### src/sv/sync_word_frame_deframer_assert.svh
// ----------------------------------------------------------------------------
// sync_word_frame_deframer_assert.svh
// Assertion macros shared by the deframer RTL.
// ----------------------------------------------------------------------------
`ifndef SYNC_WORD_FRAME_DEFRAMER_ASSERT_SVH
`define SYNC_WORD_FRAME_DEFRAMER_ASSERT_SVH

// same-cycle implication
`define SWFD_ASSERT_NOW(name, clk, rst, ante, cons) \
   name: assert property (@(posedge clk) disable iff (rst) (ante) |-> (cons)) \
      else $error("%m: check failed");

// next-cycle implication
`define SWFD_ASSERT_NEXT(name, clk, rst, ante, cons) \
   name: assert property (@(posedge clk) disable iff (rst) (ante) |=> (cons)) \
      else $error("%m: check failed");

`endif

### src/sv/swfd_pkg.sv
// ----------------------------------------------------------------------------
// swfd_pkg
// Types and constants of the sync word frame deframer.
// ----------------------------------------------------------------------------
package swfd_pkg;

   localparam int POS_W        = 6;
   localparam int DROP_W       = 16;
   localparam int SYNC_LEN     = 4;
   localparam int PAYLOAD_LAST = 11;

   localparam logic [7:0] SYNC_WORD [SYNC_LEN] = '{8'h00, 8'hAC, 8'hDD, 8'hDD};

   typedef struct packed {
      logic signed [31:0] rotor_position;
      logic [31:0]        encoder_count;
      logic [DROP_W-1:0]  dropped_bytes;
   } swfd_result_type;

   typedef struct packed {
      logic             hunting;
      logic [POS_W-1:0] frame_pos;
   } swfd_status_type;

endpackage

### src/sv/swfd_in_reg.sv
// ----------------------------------------------------------------------------
// swfd_in_reg
// Input register: holds one received byte until the core takes it.
// ----------------------------------------------------------------------------
module swfd_in_reg
   import swfd_pkg::*;
(
   input  logic       clock,
   input  logic       reset,
   input  logic       req_valid,
   output logic       req_stall,
   input  logic [7:0] req_rx_byte,
   input  logic       advance,
   output logic       byte_valid,
   output logic [7:0] byte_data
);

   logic       valid_ff, valid_in;
   logic [7:0] byte_ff, byte_in;

   assign req_stall = valid_ff & ~advance;

   always_comb begin
      valid_in = req_stall ? valid_ff : req_valid;
      byte_in  = (req_valid & ~req_stall) ? req_rx_byte : byte_ff;
   end

   always_ff @(posedge clock) begin
      if (reset) begin
         valid_ff <= 1'b0;
      end else begin
         valid_ff <= valid_in;
      end
      byte_ff <= byte_in;
   end

   assign byte_valid = valid_ff & advance;
   assign byte_data  = byte_ff;

endmodule

### src/sv/swfd_core.sv
// ----------------------------------------------------------------------------
// swfd_core
// Sync hunt, frame position, payload shift and drop count for one byte.
// ----------------------------------------------------------------------------
module swfd_core
   import swfd_pkg::*;
#(
   parameter int FRAME_BYTES = 12
) (
   input  logic            clock,
   input  logic            reset,
   input  logic            byte_valid,
   input  logic [7:0]      byte_data,
   output logic            res_valid,
   output swfd_result_type res,
   output swfd_status_type status
);

   localparam logic [POS_W-1:0] LAST_POS = POS_W'(FRAME_BYTES - 1);

   logic [POS_W-1:0]  pos_ff, pos_in;
   logic [63:0]       shift_ff, shift_in;
   logic [DROP_W-1:0] drop_ff, drop_in;
   logic [DROP_W:0]   drop_sum;
   logic [63:0]       shifted;
   logic [63:0]       payload;
   logic              hunting;
   logic              sync_hit;
   logic              first_hit;

   assign hunting   = pos_ff < POS_W'(SYNC_LEN);
   assign sync_hit  = byte_data == SYNC_WORD[pos_ff[1:0]];
   assign first_hit = byte_data == SYNC_WORD[0];
   assign shifted   = {byte_data, shift_ff[63:8]};
   // bytes past the encoder count leave the payload as it is
   assign payload   = (pos_ff <= POS_W'(PAYLOAD_LAST)) ? shifted : shift_ff;

   // partial match plus the byte itself when it is no first sync byte
   assign drop_sum = {1'b0, drop_ff} + (DROP_W+1)'(pos_ff[1:0])
                   + (DROP_W+1)'(!first_hit);

   always_comb begin
      pos_in    = pos_ff;
      shift_in  = shift_ff;
      drop_in   = drop_ff;
      res_valid = 1'b0;
      res.rotor_position = payload[31:0];
      res.encoder_count  = payload[63:32];
      res.dropped_bytes  = drop_ff;
      if (byte_valid) begin
         if (hunting) begin
            if (sync_hit) begin
               pos_in = pos_ff + POS_W'(1);
            end else begin
               drop_in = drop_sum[DROP_W] ? {DROP_W{1'b1}} : drop_sum[DROP_W-1:0];
               pos_in  = first_hit ? POS_W'(1) : '0;
            end
         end else begin
            if (pos_ff <= POS_W'(PAYLOAD_LAST)) begin
               shift_in = shifted;
            end
            if (pos_ff == LAST_POS) begin
               res_valid = 1'b1;
               pos_in    = '0;
               shift_in  = '0;
               drop_in   = '0;
            end else begin
               pos_in = pos_ff + POS_W'(1);
            end
         end
      end
   end

   always_ff @(posedge clock) begin
      if (reset) begin
         pos_ff   <= '0;
         shift_ff <= '0;
         drop_ff  <= '0;
      end else begin
         pos_ff   <= pos_in;
         shift_ff <= shift_in;
         drop_ff  <= drop_in;
      end
   end

   assign status.hunting   = hunting;
   assign status.frame_pos = pos_ff;

endmodule

### src/sv/swfd_out_reg.sv
// ----------------------------------------------------------------------------
// swfd_out_reg
// Result register: holds a finished frame until the receiver takes it.
// ----------------------------------------------------------------------------
module swfd_out_reg
   import swfd_pkg::*;
(
   input  logic               clock,
   input  logic               reset,
   input  logic               res_valid,
   input  swfd_result_type    res,
   output logic               advance,
   output logic               rsp_valid,
   input  logic               rsp_stall,
   output logic signed [31:0] rsp_rotor_position,
   output logic [31:0]        rsp_encoder_count,
   output logic [DROP_W-1:0]  rsp_dropped_bytes
);

   logic            valid_ff, valid_in;
   swfd_result_type res_ff, res_in;

   assign advance = ~valid_ff | ~rsp_stall;

   always_comb begin
      valid_in = advance ? res_valid : valid_ff;
      res_in   = (advance & res_valid) ? res : res_ff;
   end

   always_ff @(posedge clock) begin
      if (reset) begin
         valid_ff <= 1'b0;
      end else begin
         valid_ff <= valid_in;
      end
      res_ff <= res_in;
   end

   assign rsp_valid          = valid_ff;
   assign rsp_rotor_position = res_ff.rotor_position;
   assign rsp_encoder_count  = res_ff.encoder_count;
   assign rsp_dropped_bytes  = res_ff.dropped_bytes;

endmodule

### src/sv/sync_word_frame_deframer.sv
// ----------------------------------------------------------------------------
// sync_word_frame_deframer
// Hunts for sync word 00 AC DD DD in a byte stream and emits one result
// per frame: rotor position, encoder count and bytes dropped while hunting.
//
// req channel: one received byte per transfer (req_rx_byte).
// rsp channel: one transfer per completed frame of FRAME_BYTES bytes.
// Both channels: transfer when valid is high and stall is low.
// Throughput: one byte per cycle while the receiver does not stall, set by
// the combinational core between the input register and the result register.
// Path: the last frame byte is held in the input register, the core completes
// the frame, and the result register then raises rsp_valid.
// Reset: position back to the first sync byte, drop count and payload
// cleared, both registers empty.
// Receiver stall: the result register holds; one more byte is taken into
// the input register, then req_stall rises until the result is taken.
// ----------------------------------------------------------------------------
module sync_word_frame_deframer
   import swfd_pkg::*;
#(
   parameter int FRAME_BYTES = 12
) (
   input  logic               clock,
   input  logic               reset,
   input  logic               req_valid,
   output logic               req_stall,
   input  logic [7:0]         req_rx_byte,
   output logic               rsp_valid,
   input  logic               rsp_stall,
   output logic signed [31:0] rsp_rotor_position,
   output logic [31:0]        rsp_encoder_count,
   output logic [15:0]        rsp_dropped_bytes
);

`include "sync_word_frame_deframer_assert.svh"

   logic            advance;
   logic            byte_valid;
   logic [7:0]      byte_data;
   logic            res_valid;
   swfd_result_type res;
   swfd_status_type status;

   swfd_in_reg u_in_reg (
      .clock       (clock),
      .reset       (reset),
      .req_valid   (req_valid),
      .req_stall   (req_stall),
      .req_rx_byte (req_rx_byte),
      .advance     (advance),
      .byte_valid  (byte_valid),
      .byte_data   (byte_data)
   );

   swfd_core #(
      .FRAME_BYTES (FRAME_BYTES)
   ) u_core (
      .clock      (clock),
      .reset      (reset),
      .byte_valid (byte_valid),
      .byte_data  (byte_data),
      .res_valid  (res_valid),
      .res        (res),
      .status     (status)
   );

   swfd_out_reg u_out_reg (
      .clock              (clock),
      .reset              (reset),
      .res_valid          (res_valid),
      .res                (res),
      .advance            (advance),
      .rsp_valid          (rsp_valid),
      .rsp_stall          (rsp_stall),
      .rsp_rotor_position (rsp_rotor_position),
      .rsp_encoder_count  (rsp_encoder_count),
      .rsp_dropped_bytes  (rsp_dropped_bytes)
   );

   `SWFD_ASSERT_NOW(a_pos_in_frame, clock, reset, 1'b1,
      status.frame_pos <= POS_W'(FRAME_BYTES - 1))
   `SWFD_ASSERT_NEXT(a_frame_restarts_hunt, clock, reset, res_valid,
      status.hunting && status.frame_pos == '0 && rsp_valid)
   `SWFD_ASSERT_NOW(a_stall_only_when_full, clock, reset, req_stall,
      rsp_valid && rsp_stall)

endmodule
### config.mk
export PLATFORM = sky130hd
export DESIGN_NAME = sync_word_frame_deframer
export DESIGN_NICKNAME = d
export VERILOG_FILES = /design/src/sv/swfd_pkg.sv /design/src/sv/swfd_in_reg.sv /design/src/sv/swfd_core.sv /design/src/sv/swfd_out_reg.sv /design/src/sv/sync_word_frame_deframer.sv
export VERILOG_INCLUDE_DIRS = /design/src /design/src/sv
export SDC_FILE = /design/constraint.sdc
export NUM_CORES = 1
export LEC_CHECK = 0
export BUFFER_PORTS_ARGS = -buffer_cell sky130_fd_sc_hd__buf_2
export CORE_MARGIN = 3
export CORE_UTILIZATION = 52
export DETAILED_ROUTE_END_ITERATION = 10
export PLACE_DENSITY = 0.82
export RECOVER_POWER = 100
export SLEW_MARGIN = 15
export SYNTH_ARGS = -nofsm -noshare
export SYNTH_HDL_FRONTEND = slang
export SYNTH_SLANG_ARGS = --single-unit
export TNS_END_PERCENT = 20
### constraint.sdc
create_clock -name clock -period 3.36 [get_ports clock]
set_input_delay 0.168 -clock clock [delete_from_list [all_inputs] [get_ports clock]]
set_output_delay 0.168 -clock clock [all_outputs]
set_load 0.01 [all_outputs]
==> metrics, run 1 <==
GR Util met2=34.01%; Post-Layout Cell Count=around 840; outcome=finished, violations left; Placed Instances=797; Worst path slowest cell=edfxtp_1; Clock Sinks=176; r2r startpoint=u_in_reg.byte_data[1]$_DFFE_PP_; GR Util All Layers=20.30%; asr flop ratio synth=0%; vias in the first global route=4608; Post-synth EDFFs=88; sequential fraction of the synthesis area=62.61%; Avg Inst Size Synth=12.70 um^2; failing checks=capacitance limit, slew limit; unrepaired setup endpoints after global routing=false; die area=approximately 15000 um^2; placer congestion estimate=around 0.84; CP most frequent cell=fa_1; Fmax achieved=320.4 MHz; max-slew violation count=65; pin count of the biggest net entering global routing=73; register area=4404 um^2; synthesized flop and latch total=176; worst-margin pin slew=1.668 ns; Die W=122.3 um; met3 GRT Util=just over 4%; FF-to-FF setup slack=0.24 ns; synth warn=0; number of I/O pins=94; nets@finish=671; setup TNS=0 ns; CTS Buf Count=17; HP Start=rsp_stall; synth unique cells=49; Post-Syn Nets=approximately 570; # DRC=0; postcts setup bufs=0; Logic pwr share=under 10%; arrival time worst endpoint=3.43 ns; hpwl dp=9.486 mm; Most used DFF post-synth=edfxtp_1; Flop pwr share=52.9%; starting density of the core=54.41%; Detail Route Antenna Nets=0; Critical Path End Type=flop; initial antenna violation count=0; Max stage delay on crit path=0.46 ns; Via-to-Cell Ratio=5.821; P_leak=3.044 nW; CP Class=reg2reg; setup violators final=0; CTS tree=yes; number of fill cells in the layout=1030; IO buf count=93; cell family with most CP delay=simple AND/OR/NAND/NOR gates; reg2reg path depth=9; Hold Crit Endpoint=u_out_reg.rsp_valid$_SDFFE_PP0N_; CP Launch Type=flop; DR WL/cell=17.70 um; Tcrit/Tclk final=92.90%; min Tclk post-route=3.121 ns; CTS root buf=clkbuf_16; Post-Route Skew=0.01082 ns; worst hold path class=in2reg; final wirelength=14.83 mm; Synth Instances=554; GRT Residual Overflow=0; H-tree Lvls=4; insertion delay to the later sink of the worst-skew pair=roughly 0.43 ns; switching part of the total=around a fifth; Layout area overhead=17.13%; power per cell area=518.5 nW/um^2; Yosys top cell area share=37.57%; Die Height=122.3 um; grt peak-use layer=met2; Layout Utilization=between 60% and 70%; clock buffer depth=2; clk slew on worst S/H paths=0.06 ns; DRT Pass-1 Iters=6; Yosys top cell by area=edfxtp_1; Rows=between 40 and 50; vias=just under 5000; multi-input logic area=2496 um^2; worst vdd ir=0.3377 mV; Clk pwr share=45.2%; WHS Path Cells=3; Slew HR=-11.20%; layout cells sized above 1=between 10% and 20%; Diodes inserted=0; Max-Cap Viols=1; top cells by count, synth=dfxtp_1 (88), edfxtp_1 (88), nor2_1 (71); worst-path cell chain=nor2_1, nand3_1, inv_1, fa_1, fa_1, nand3b_1, nor4_4, nand3_2, a311oi_1; Post-Syn Area=7034 um^2; Pint=around 3.4 mW; Net Switching=891.1 uW; initial DRC count=437; r2r endpoint=u_core.drop_ff[0]$_SDFFE_PP0P_; Fin. Hold Viols=0; met1 Use GR=26.02%; first-pass GRT wire length=23.56 mm; crit path from=u_in_reg.byte_data[1]$_DFFE_PP_; largest cells by area after synthesis=edfxtp_1 (38%), dfxtp_1 (25%), mux2_2 (10%); WP data required=3.66 ns; Crit path buffers/inverters=1; Worst Path Max Fanout=11; core box area=12930 um^2
worst reg2reg max path: cells and delay by family (launching register included):
kind | cells | cell delay (ns)
simple gates | 5 | 1.22
fa+ha+maj | 2 | 0.83
flops | 1 | 0.46
compound gates | 1 | 0.42
buf+inv | 1 | 0.07
flip-flops by register name, summed over array words and instances, names as in the netlist, 6 cells and up:
signal                        flops
u_out_reg.rsp_rotor_position     32
u_out_reg.rsp_encoder_count      32
u_core.drop_ff                   16
u_core.shift_ff                  64
u_in_reg.byte_data                8
u_core.pos_ff                     6
u_out_reg.rsp_dropped_bytes      16
through the flow:
stage / worst slack, ns / instance area, um^2 / hold slack, ns / power (mW)
2_1_floorplan: 0.006448 / 7034 / 0.2669 / 2.356
3_3_place_gp: 0.3102 / 7680 / 0.3542 / 2.377
3_5_place_dp: 0.1614 / 7680 / 0.3472 / 2.381
4_1_cts: 0.1266 / 8363 / 0.02264 / 4.291
5_1_grt: 0.02241 / 8239 / 0.04548 / 4.388
6_report: 0.2386 / 8239 / 0.03427 / 4.272
per-layer routing:
layer | part of all wire (%) | vias up
met1 | 43 | 2415
met4 | 2.1 | 0
met5 | 0 | -
li1 | - | 2296
met3 | 5.2 | 27
met2 | 50 | 140
final cells by class:
type | count | share of cell area [%]
Clock inverter | 12 | 1.458
Multi-Input combinational cell | 340 | 30.30
Tap cell | 172 | 2.612
Inverter | 8 | 0.3797
Timing Repair Buffer | 110 | 6.120
Sequential cell | 176 | 53.45
Clock buffer | 20 | 5.680
kinds of logic after synthesis:
kind of cell    after synthesis  synth area share (%)
flops                       176                 62.61
simple gates                136                 9.321
compound gates              130                 13.77
mux                          64                 10.25
buf+inv                      38                 2.277
fa+ha+maj                     6                 1.281
xor+xnor                      4                0.4980
power groups by stage:
stage                     combinational, mW  clock (mW)  sequential [mW]
after floorplan                      0.0538           0             2.30
after global placement               0.0742           0             2.30
after detailed placement             0.0760           0             2.30
after CTS                            0.0858        1.95             2.26
after global routing                 0.0930        2.04             2.26
final                                0.0851        1.93             2.26
cells in the final DEF, fill, tap and decap left out, drive strengths merged, types with 2 or more instances in the layout:
master / n
xor2: 4
nand3: 8
a21oi: 12
clkbuf: 107
or4: 2
nor3: 5
a22oi: 65
mux2: 64
buf: 14
nor4: 3
o21ai: 14
clkinv: 5
o21a: 2
a31oi: 7
nor2: 71
ha: 4
dlygate4sd3: 9
or2: 4
a311oi: 2
edfxtp: 88
a21boi: 2
nand4: 6
nor2b: 3
dfxtp: 88
inv: 13
a41oi: 2
a32oi: 2
and3: 5
or3: 7
a21o: 9
a211oi: 3
fa: 2
o211ai: 4
nand2: 20
worst max-delay path by stage:
stage,endpoint,slack [ns],cells past startpoint
floorplan,u_core.drop_ff[10]$_SDFFE_PP0P_,0.006,6
detailed placement,u_core.drop_ff[0]$_SDFFE_PP0P_,0.16,9
global route,u_core.drop_ff[0]$_SDFFE_PP0P_,0.02,9
global placement,u_core.drop_ff[0]$_SDFFE_PP0P_,0.31,9
CTS,u_core.drop_ff[0]$_SDFFE_PP0P_,0.13,9
finish,u_core.drop_ff[0]$_SDFFE_PP0P_,0.24,9
timing repair:
item	4_1_cts	5_1_grt
hold buffers	9	0
endpoints found under the hold margin	9	0
endpoints found under the setup margin	1	3
pin swaps	0	1
gates resized for setup	1	0
(Power assumes the default switching activity.)
==> inputs of run 2 (changes only) <==
--- a/config.mk
+++ b/config.mk
@@ -8,9 +8,9 @@
 export LEC_CHECK = 0
 export BUFFER_PORTS_ARGS = -buffer_cell sky130_fd_sc_hd__buf_2
 export CORE_MARGIN = 3
-export CORE_UTILIZATION = 52
+export CORE_UTILIZATION = 61
 export DETAILED_ROUTE_END_ITERATION = 10
-export PLACE_DENSITY = 0.82
+export PLACE_DENSITY = 0.9
 export RECOVER_POWER = 100
 export SLEW_MARGIN = 15
 export SYNTH_ARGS = -nofsm -noshare
==> constraint.sdc (replaced) <==
create_clock -name clock -period 3.91 [get_ports clock]
set_input_delay 0.1955 -clock clock [delete_from_list [all_inputs] [get_ports clock]]
set_output_delay 0.1955 -clock clock [all_outputs]
set_load 0.01 [all_outputs]
==> run 2 against run 1 <==
Non-clock buffer count fell by 3. Clock power fell by 21%. The run still ends with capacitance limit, slew limit left. Worst setup slack improved by 0.24 ns. Register-to-register slack improved by 0.24 ns. Sequential share of layout area rose by 0.77 points. Maximum frequency fell by 8.9%. Via count rose by 0.23%. Critical endpoint is now u_core.drop_ff[1]$_SDFFE_PP0P_. Global-route usage rose by 3.5 points. Worst hold slack improved by 0.021 ns. First-iteration DRC count fell by 31%. Power fell by 17%. Clock skew fell by 0.0026 ns.
==> metrics, run 2 (synthesis gave the netlist of run 1 again) <==
post_cts resized=0; die area=12860 um^2; # DRC=0; unrepaired setup endpoints after global routing=false; DR WL/cell=18.86 um; multi-input logic area=roughly 2500 um^2; starting density of the core=between 60% and 70%; hold_buf cts=9; CP Launch Type=flop; Placed Instances=762; worst-margin pin slew=3.207 ns; Met2 Routed Length=between 7 and 8 mm; Die W=113.4 um; Worst path slowest cell=nor4_4; uppermost routed layer=met4; setup violators final=0; pin count of the biggest net entering global routing=73; Pwr Total=3.534 mW; Place WS=0.6247 ns; most frequent cells in the layout=clkbuf_1 (88), dfxtp_1 (88), edfxtp_1 (88); layout cells sized above 1=11.76%; failing checks=capacitance limit, slew limit; Slew HR=-113.8%; initial antenna violation count=1; switching part of the total=about a fifth; worst hold path class=in2reg; r2r startpoint=u_in_reg.byte_data[2]$_DFFE_PP_; Design Area, Final=between 8000 and 9000 um^2; Largest Register=u_core.shift_ff; Pint=2.789 mW; GR Util All Layers=23.76%; first-pass GRT wire length=23.84 mm; FF-to-FF setup slack=roughly 0.48 ns; Rows=38; P_leak=3.001 nW; Tcrit/Tclk final=87.65%; min Tclk post-route=roughly 3.4 ns; Post-Route Skew=between 0.008 and 0.009 ns; worst vdd ir=between 0.2 and 0.3 mV; number of I/O pins=94; CTS Buf Count=17; post-route setup slack=about 0.48 ns; final wirelength=15.16 mm; IO buf count=93; GRT Residual Overflow=0; clk slew on worst S/H paths=0.06 ns; Fmax achieved=291.8 MHz; worst-path cell chain=nor3_1, nand3_1, inv_1, fa_1, fa_1, nand3b_1, nor4_4, nand3_1, a311oi_1; Die Height=between 100 and 150 um; core box area=approximately 11000 um^2; setup TNS=0 ns; hpwl dp=9.407 mm; clock buffer depth=2; Worst Path Max Fanout=11; H-tree Lvls=4; register area=4404 um^2; Clk pwr share=about 43%; power per cell area=435.1 nW/um^2; Met1 Wirelength=6.245 mm; Clock Sinks=between 150 and 200; crit path from=u_in_reg.byte_data[2]$_DFFE_PP_; Post-Layout Cell Count=804; arrival time worst endpoint=3.69 ns; Net Switching=744.5 uW; CTS tree=yes; Layout area overhead=15.46%; Fin. Hold Viols=0; outcome=finished, violations left; placer congestion estimate=0.8564; Logic pwr share=2.0%; nets@finish=668; DRT Pass-1 Iters=5; CTS root buf=clkbuf_16; insertion delay to the later sink of the worst-skew pair=roughly 0.42 ns; Detail Route Antenna Nets=0; CP Class=reg2reg; vias in the first global route=4706; placed cell areas=7617 um^2; max-slew violation count=139; Max stage delay on crit path=0.50 ns; initial DRC count=301; HP Start=rsp_stall; Flop pwr share=54.9%; number of fill cells in the layout=between 700 and 800; WP data required=4.17 ns; met3 wire len=about 860 um; Via-to-Cell Ratio=6.081; Max-Cap Viols=3; Largest register FFs=64; vias=4889; postcts setup bufs=0; Critical Path End Type=flop
==> run 2: layout make-up <==
| cell class | instances | area share [%] |
|---|---|---|
| Multi-Input combinational cell | 340 | 30.58 |
| Clock buffer | 20 | 5.500 |
| Clock inverter | 12 | 1.078 |
| Timing Repair Buffer | 107 | 6.039 |
| Inverter | 8 | 0.3851 |
| Tap cell | 140 | 2.157 |
| Sequential cell | 176 | 54.23 |
| Antenna cell | 1 | 0.03081 |
==> run 2: stage by stage <==
stage                     util (%)  hold slack [ns]
after CTS                    74.72          0.04535
final                        73.63          0.05560
after floorplan                  -           0.2944
after global placement       69.06           0.3790
after global routing         73.63          0.05725
after detailed placement     69.06           0.3748
==> run 2: power by group through the flow <==
stage,registers [mW],logic [mW],clock network (mW)
4_1_cts,1.94,0.0726,1.54
6_report,1.94,0.0724,1.52
2_1_floorplan,1.98,0.0463,0
3_3_place_gp,1.98,0.0623,0
5_1_grt,1.94,0.0781,1.62
3_5_place_dp,1.98,0.0649,0
==> run 2: per-layer routing <==
layer  vias up  track usage (%)
met5         -                0
li1       2288                -
met3        37            4.934
met1      2383            29.82
met2       181            39.38
met4         0            11.86
==> run 2: final timing paths <==
path / end / cells after the start
max: u_core.drop_ff[1]$_SDFFE_PP0P_ / 9
min: u_out_reg.rsp_valid$_SDFFE_PP0N_ / 3
max reg2reg: u_core.drop_ff[1]$_SDFFE_PP0P_ / 9
min reg2reg: u_out_reg.rsp_dropped_bytes[0]$_DFFE_PP_ / 0
==> run 2: worst max-delay path, delay by kind of cell (launching register included) <==
family	cells	cell delay (ns)
adder cells (fa/ha/maj)	2	0.82
AND/OR/NAND/NOR	5	1.51
flip-flops	1	0.41
AO/OA/AOI/OAI	1	0.45
buffers and inverters	1	0.07
==> inputs of run 3 (changes only) <==
--- a/config.mk
+++ b/config.mk
@@ -6,11 +6,12 @@
 export SDC_FILE = /design/constraint.sdc
 export NUM_CORES = 1
 export LEC_CHECK = 0
+export ABC_AREA = 1
 export BUFFER_PORTS_ARGS = -buffer_cell sky130_fd_sc_hd__buf_2
 export CORE_MARGIN = 3
-export CORE_UTILIZATION = 61
+export CORE_UTILIZATION = 62
 export DETAILED_ROUTE_END_ITERATION = 10
-export PLACE_DENSITY = 0.9
+export PLACE_DENSITY = 0.91
 export RECOVER_POWER = 100
 export SLEW_MARGIN = 15
 export SYNTH_ARGS = -nofsm -noshare
==> run 3 against run 2 <==
The flow still finishes with violations (capacitance limit, slew limit). Largest cell class unchanged. Worst setup slack improved by 0.35 ns. Highest routed layer is now met5. Combinational power rose by 6.4%. Via count up 21%. Register-to-register slack better by 0.35 ns. Clock power grew 14%. Critical path depth fell by 2. Final cell count grew 29%.
==> metrics, run 3 <==
power per cell area=about 450 nW/um^2; Avg Inst Size Synth=between 9 and 10 um^2; clock buffer depth=2; max-slew violation count=48; Fin. Hold Viols=0; Die W=114.7 um; hpwl dp=9.942 mm; outcome=finished, violations left; failing checks=capacitance limit, slew limit; CTS root buf=clkbuf_16; final wirelength=16.56 mm; Max stage delay on crit path=about 1.1 ns; asr flop ratio synth=0%; Fmax achieved=325.5 MHz; most common cell after layout, fill and taps aside=nand2_1; CTS tree=yes; setup violators final=0; top cells by count, synth=nand2_1 (233), dfxtp_1 (88), edfxtp_1 (88); die area=13150 um^2; Post-Syn Nets=between 800 and 900; most common cell in the netlist=nand2_1; postcts setup bufs=0; setup TNS=0 ns; number of I/O pins=94; synth unique cells=33; initial antenna violation count=1; unrepaired setup endpoints after global routing=false; Worst Path Max Fanout=a little under 90; worst-margin pin slew=1.852 ns; switching part of the total=21.21%; met1 Use GR=34.35%; vias in the first global route=5474; H-tree Lvls=4; layout cells sized above 1=under 10%; Detail Route Antenna Nets=0; P_leak=3.000 nW; worst-path cell chain=nand2_1, nand2_2, clkbuf_1, nor2_1, a21oi_1, nand2_1, a21oi_1; Yosys top cell by area=edfxtp_1; Worst path slowest cell=nand2_2; Pwr Total=3.753 mW; Largest Register=u_core.shift_ff; vias=5901; pin count of the biggest net entering global routing=88; Tcrit/Tclk final=between 70% and 80%; most frequent cells in the layout=nand2_1 (236), a21oi_1 (97), dfxtp_1 (88), edfxtp_1 (88), clkbuf_1 (85); Pint=2.957 mW; nets@finish=899; arrival time worst endpoint=3.43 ns; min Tclk post-route=3.072 ns; CP Class=reg2reg; Flop pwr share=about half; Post-Route Skew=0.006845 ns; Clock Sinks=176; first-pass GRT wire length=26.50 mm; Critical Path End Type=flop; Die Height=114.7 um; GRT Residual Overflow=0; Post-Syn Area=between 7000 and 8000 um^2; placer congestion estimate=a little over 0.9; Most used DFF post-synth=edfxtp_1; initial DRC count=741; Slew HR=-23.61%; insertion delay to the later sink of the worst-skew pair=between 0.4 and 0.5 ns; Layout area overhead=13.36%; DR WL/cell=15.97 um; Logic pwr share=2.1%; clk slew on worst S/H paths=0.07 ns; worst hold path class=in2reg; worst vdd ir=0.3606 mV; largest cells by area after synthesis=edfxtp_1 (36%), dfxtp_1 (24%), nand2_1 (12%); Via-to-Cell Ratio=5.690; Largest register FFs=64; synth warn=0; Yosys top cell area share=between 30% and 40%; Max-Cap Viols=1; starting density of the core=between 60% and 70%; CP Launch Type=flop; synthesized flop and latch total=176; met3 GRT Util=5.391%; Rows=39; Clk pwr share=between 40 and 50%; core box area=11470 um^2; sequential fraction of the synthesis area=60.15%; Synth Instances=792; Net Switching=796.0 uW; grt peak-use layer=met2; CTS Buf Count=17; Post-synth EDFFs=just under 90; GR Util All Layers=about a quarter; IO buf count=93; WP data required=4.26 ns; DRT Pass-1 Iters=6; # DRC=0; GR Util met2=between 40% and 50%; Diodes inserted=0
==> run 3: changes by cell type after synthesis, moves of 8 or more <==
cell / change
nand3_1: +26
nor2_1: -17
mux2_2: -58
inv_1: +55
a21oi_1: +68
clkbuf_1: -10
buf_4: +9
nand2_1: +213
o21ai_1: +32
a21oi_2: +17
a21o_2: -8
a22oi_1: -65
==> run 3: logic make-up after synthesis <==
family / Yosys count / share of synthesized area (%)
adder cells (fa/ha/maj): 6 / 1.230
XOR/XNOR: 3 / 0.3589
flip-flops: 176 / 60.15
AND/OR/NAND/NOR: 347 / 19.62
AO/OA/AOI/OAI: 147 / 11.02
buffers and inverters: 105 / 6.391
multiplexers: 8 / 1.230
==> run 3: path summary, 6_finish.rpt <==
check,from,endpoint,slack [ns],cells past startpoint
setup reg to reg,u_core.pos_ff[3]$_SDFFE_PP0P_,u_core.shift_ff[17]$_SDFFE_PP0P_,0.84,7
hold reg to reg,u_core.shift_ff[4]$_SDFFE_PP0P_,u_core.shift_ff[4]$_SDFFE_PP0P_,0.46,2
setup / recovery,u_core.pos_ff[3]$_SDFFE_PP0P_,u_core.shift_ff[17]$_SDFFE_PP0P_,0.84,7
hold / removal,req_valid,u_in_reg.valid_ff$_SDFFE_PP0N_,0.03,3
==> run 3: through the flow <==
step           std cells  hold WS [ns]  area (um^2)  utilization [%]  setup slack, ns
2_1_floorplan        792        0.2944         7322                -           0.8132
3_3_place_gp         997        0.3741         7811            68.12            1.218
3_5_place_dp         997        0.3737         7811            68.12            1.124
4_1_cts             1037       0.02497         8509            74.21            1.062
5_1_grt             1037       0.05200         8300            72.38           0.5798
6_report            1037       0.03207         8300            72.38           0.8377
==> run 3: final cells by class <==
type	count	area, um^2
clock buffers	21	503.0
clock inverters	11	115.1
fillers	802	3167
inverters	68	255.2
multi-input cells	511	2352
flip-flops and latches	176	4404
well taps	143	178.9
repair buffers	107	491.7
==> run 3: worst max-delay path, delay by kind of cell (launching register included) <==
family / cells / cell delay, ns
buffers and inverters: 1 / 0.66
and+or+nand+nor: 4 / 1.47
DFF: 1 / 0.39
AOI/OAI and AO/OA: 2 / 0.44
==> run 3: per-layer routing <==
layer / share of wire (%) / vias up
li1: - / 2782
met1: 42 / 2758
met2: 48 / 302
met3: 7.4 / 57
met4: 2.7 / 2
met5: 0.091 / -
==> run 3: what timing repair did <==
action / 4_1_cts / 5_1_grt
hold buffers: 8 / 0
hold endpoints to repair: 8 / 0
gates resized for setup: 0 / 0
setup endpoints to repair: 0 / 0
==> run 3: power by group through the flow <==
stage / Sequential, mW / Clock [mW] / Combinational [mW]
global route: 1.94 / 1.81 / 0.0854
global placement: 1.98 / 0 / 0.0683
finish: 1.94 / 1.74 / 0.0770
floorplan: 1.98 / 0 / 0.0497
CTS: 1.94 / 1.74 / 0.0769
detailed placement: 1.98 / 0 / 0.0687
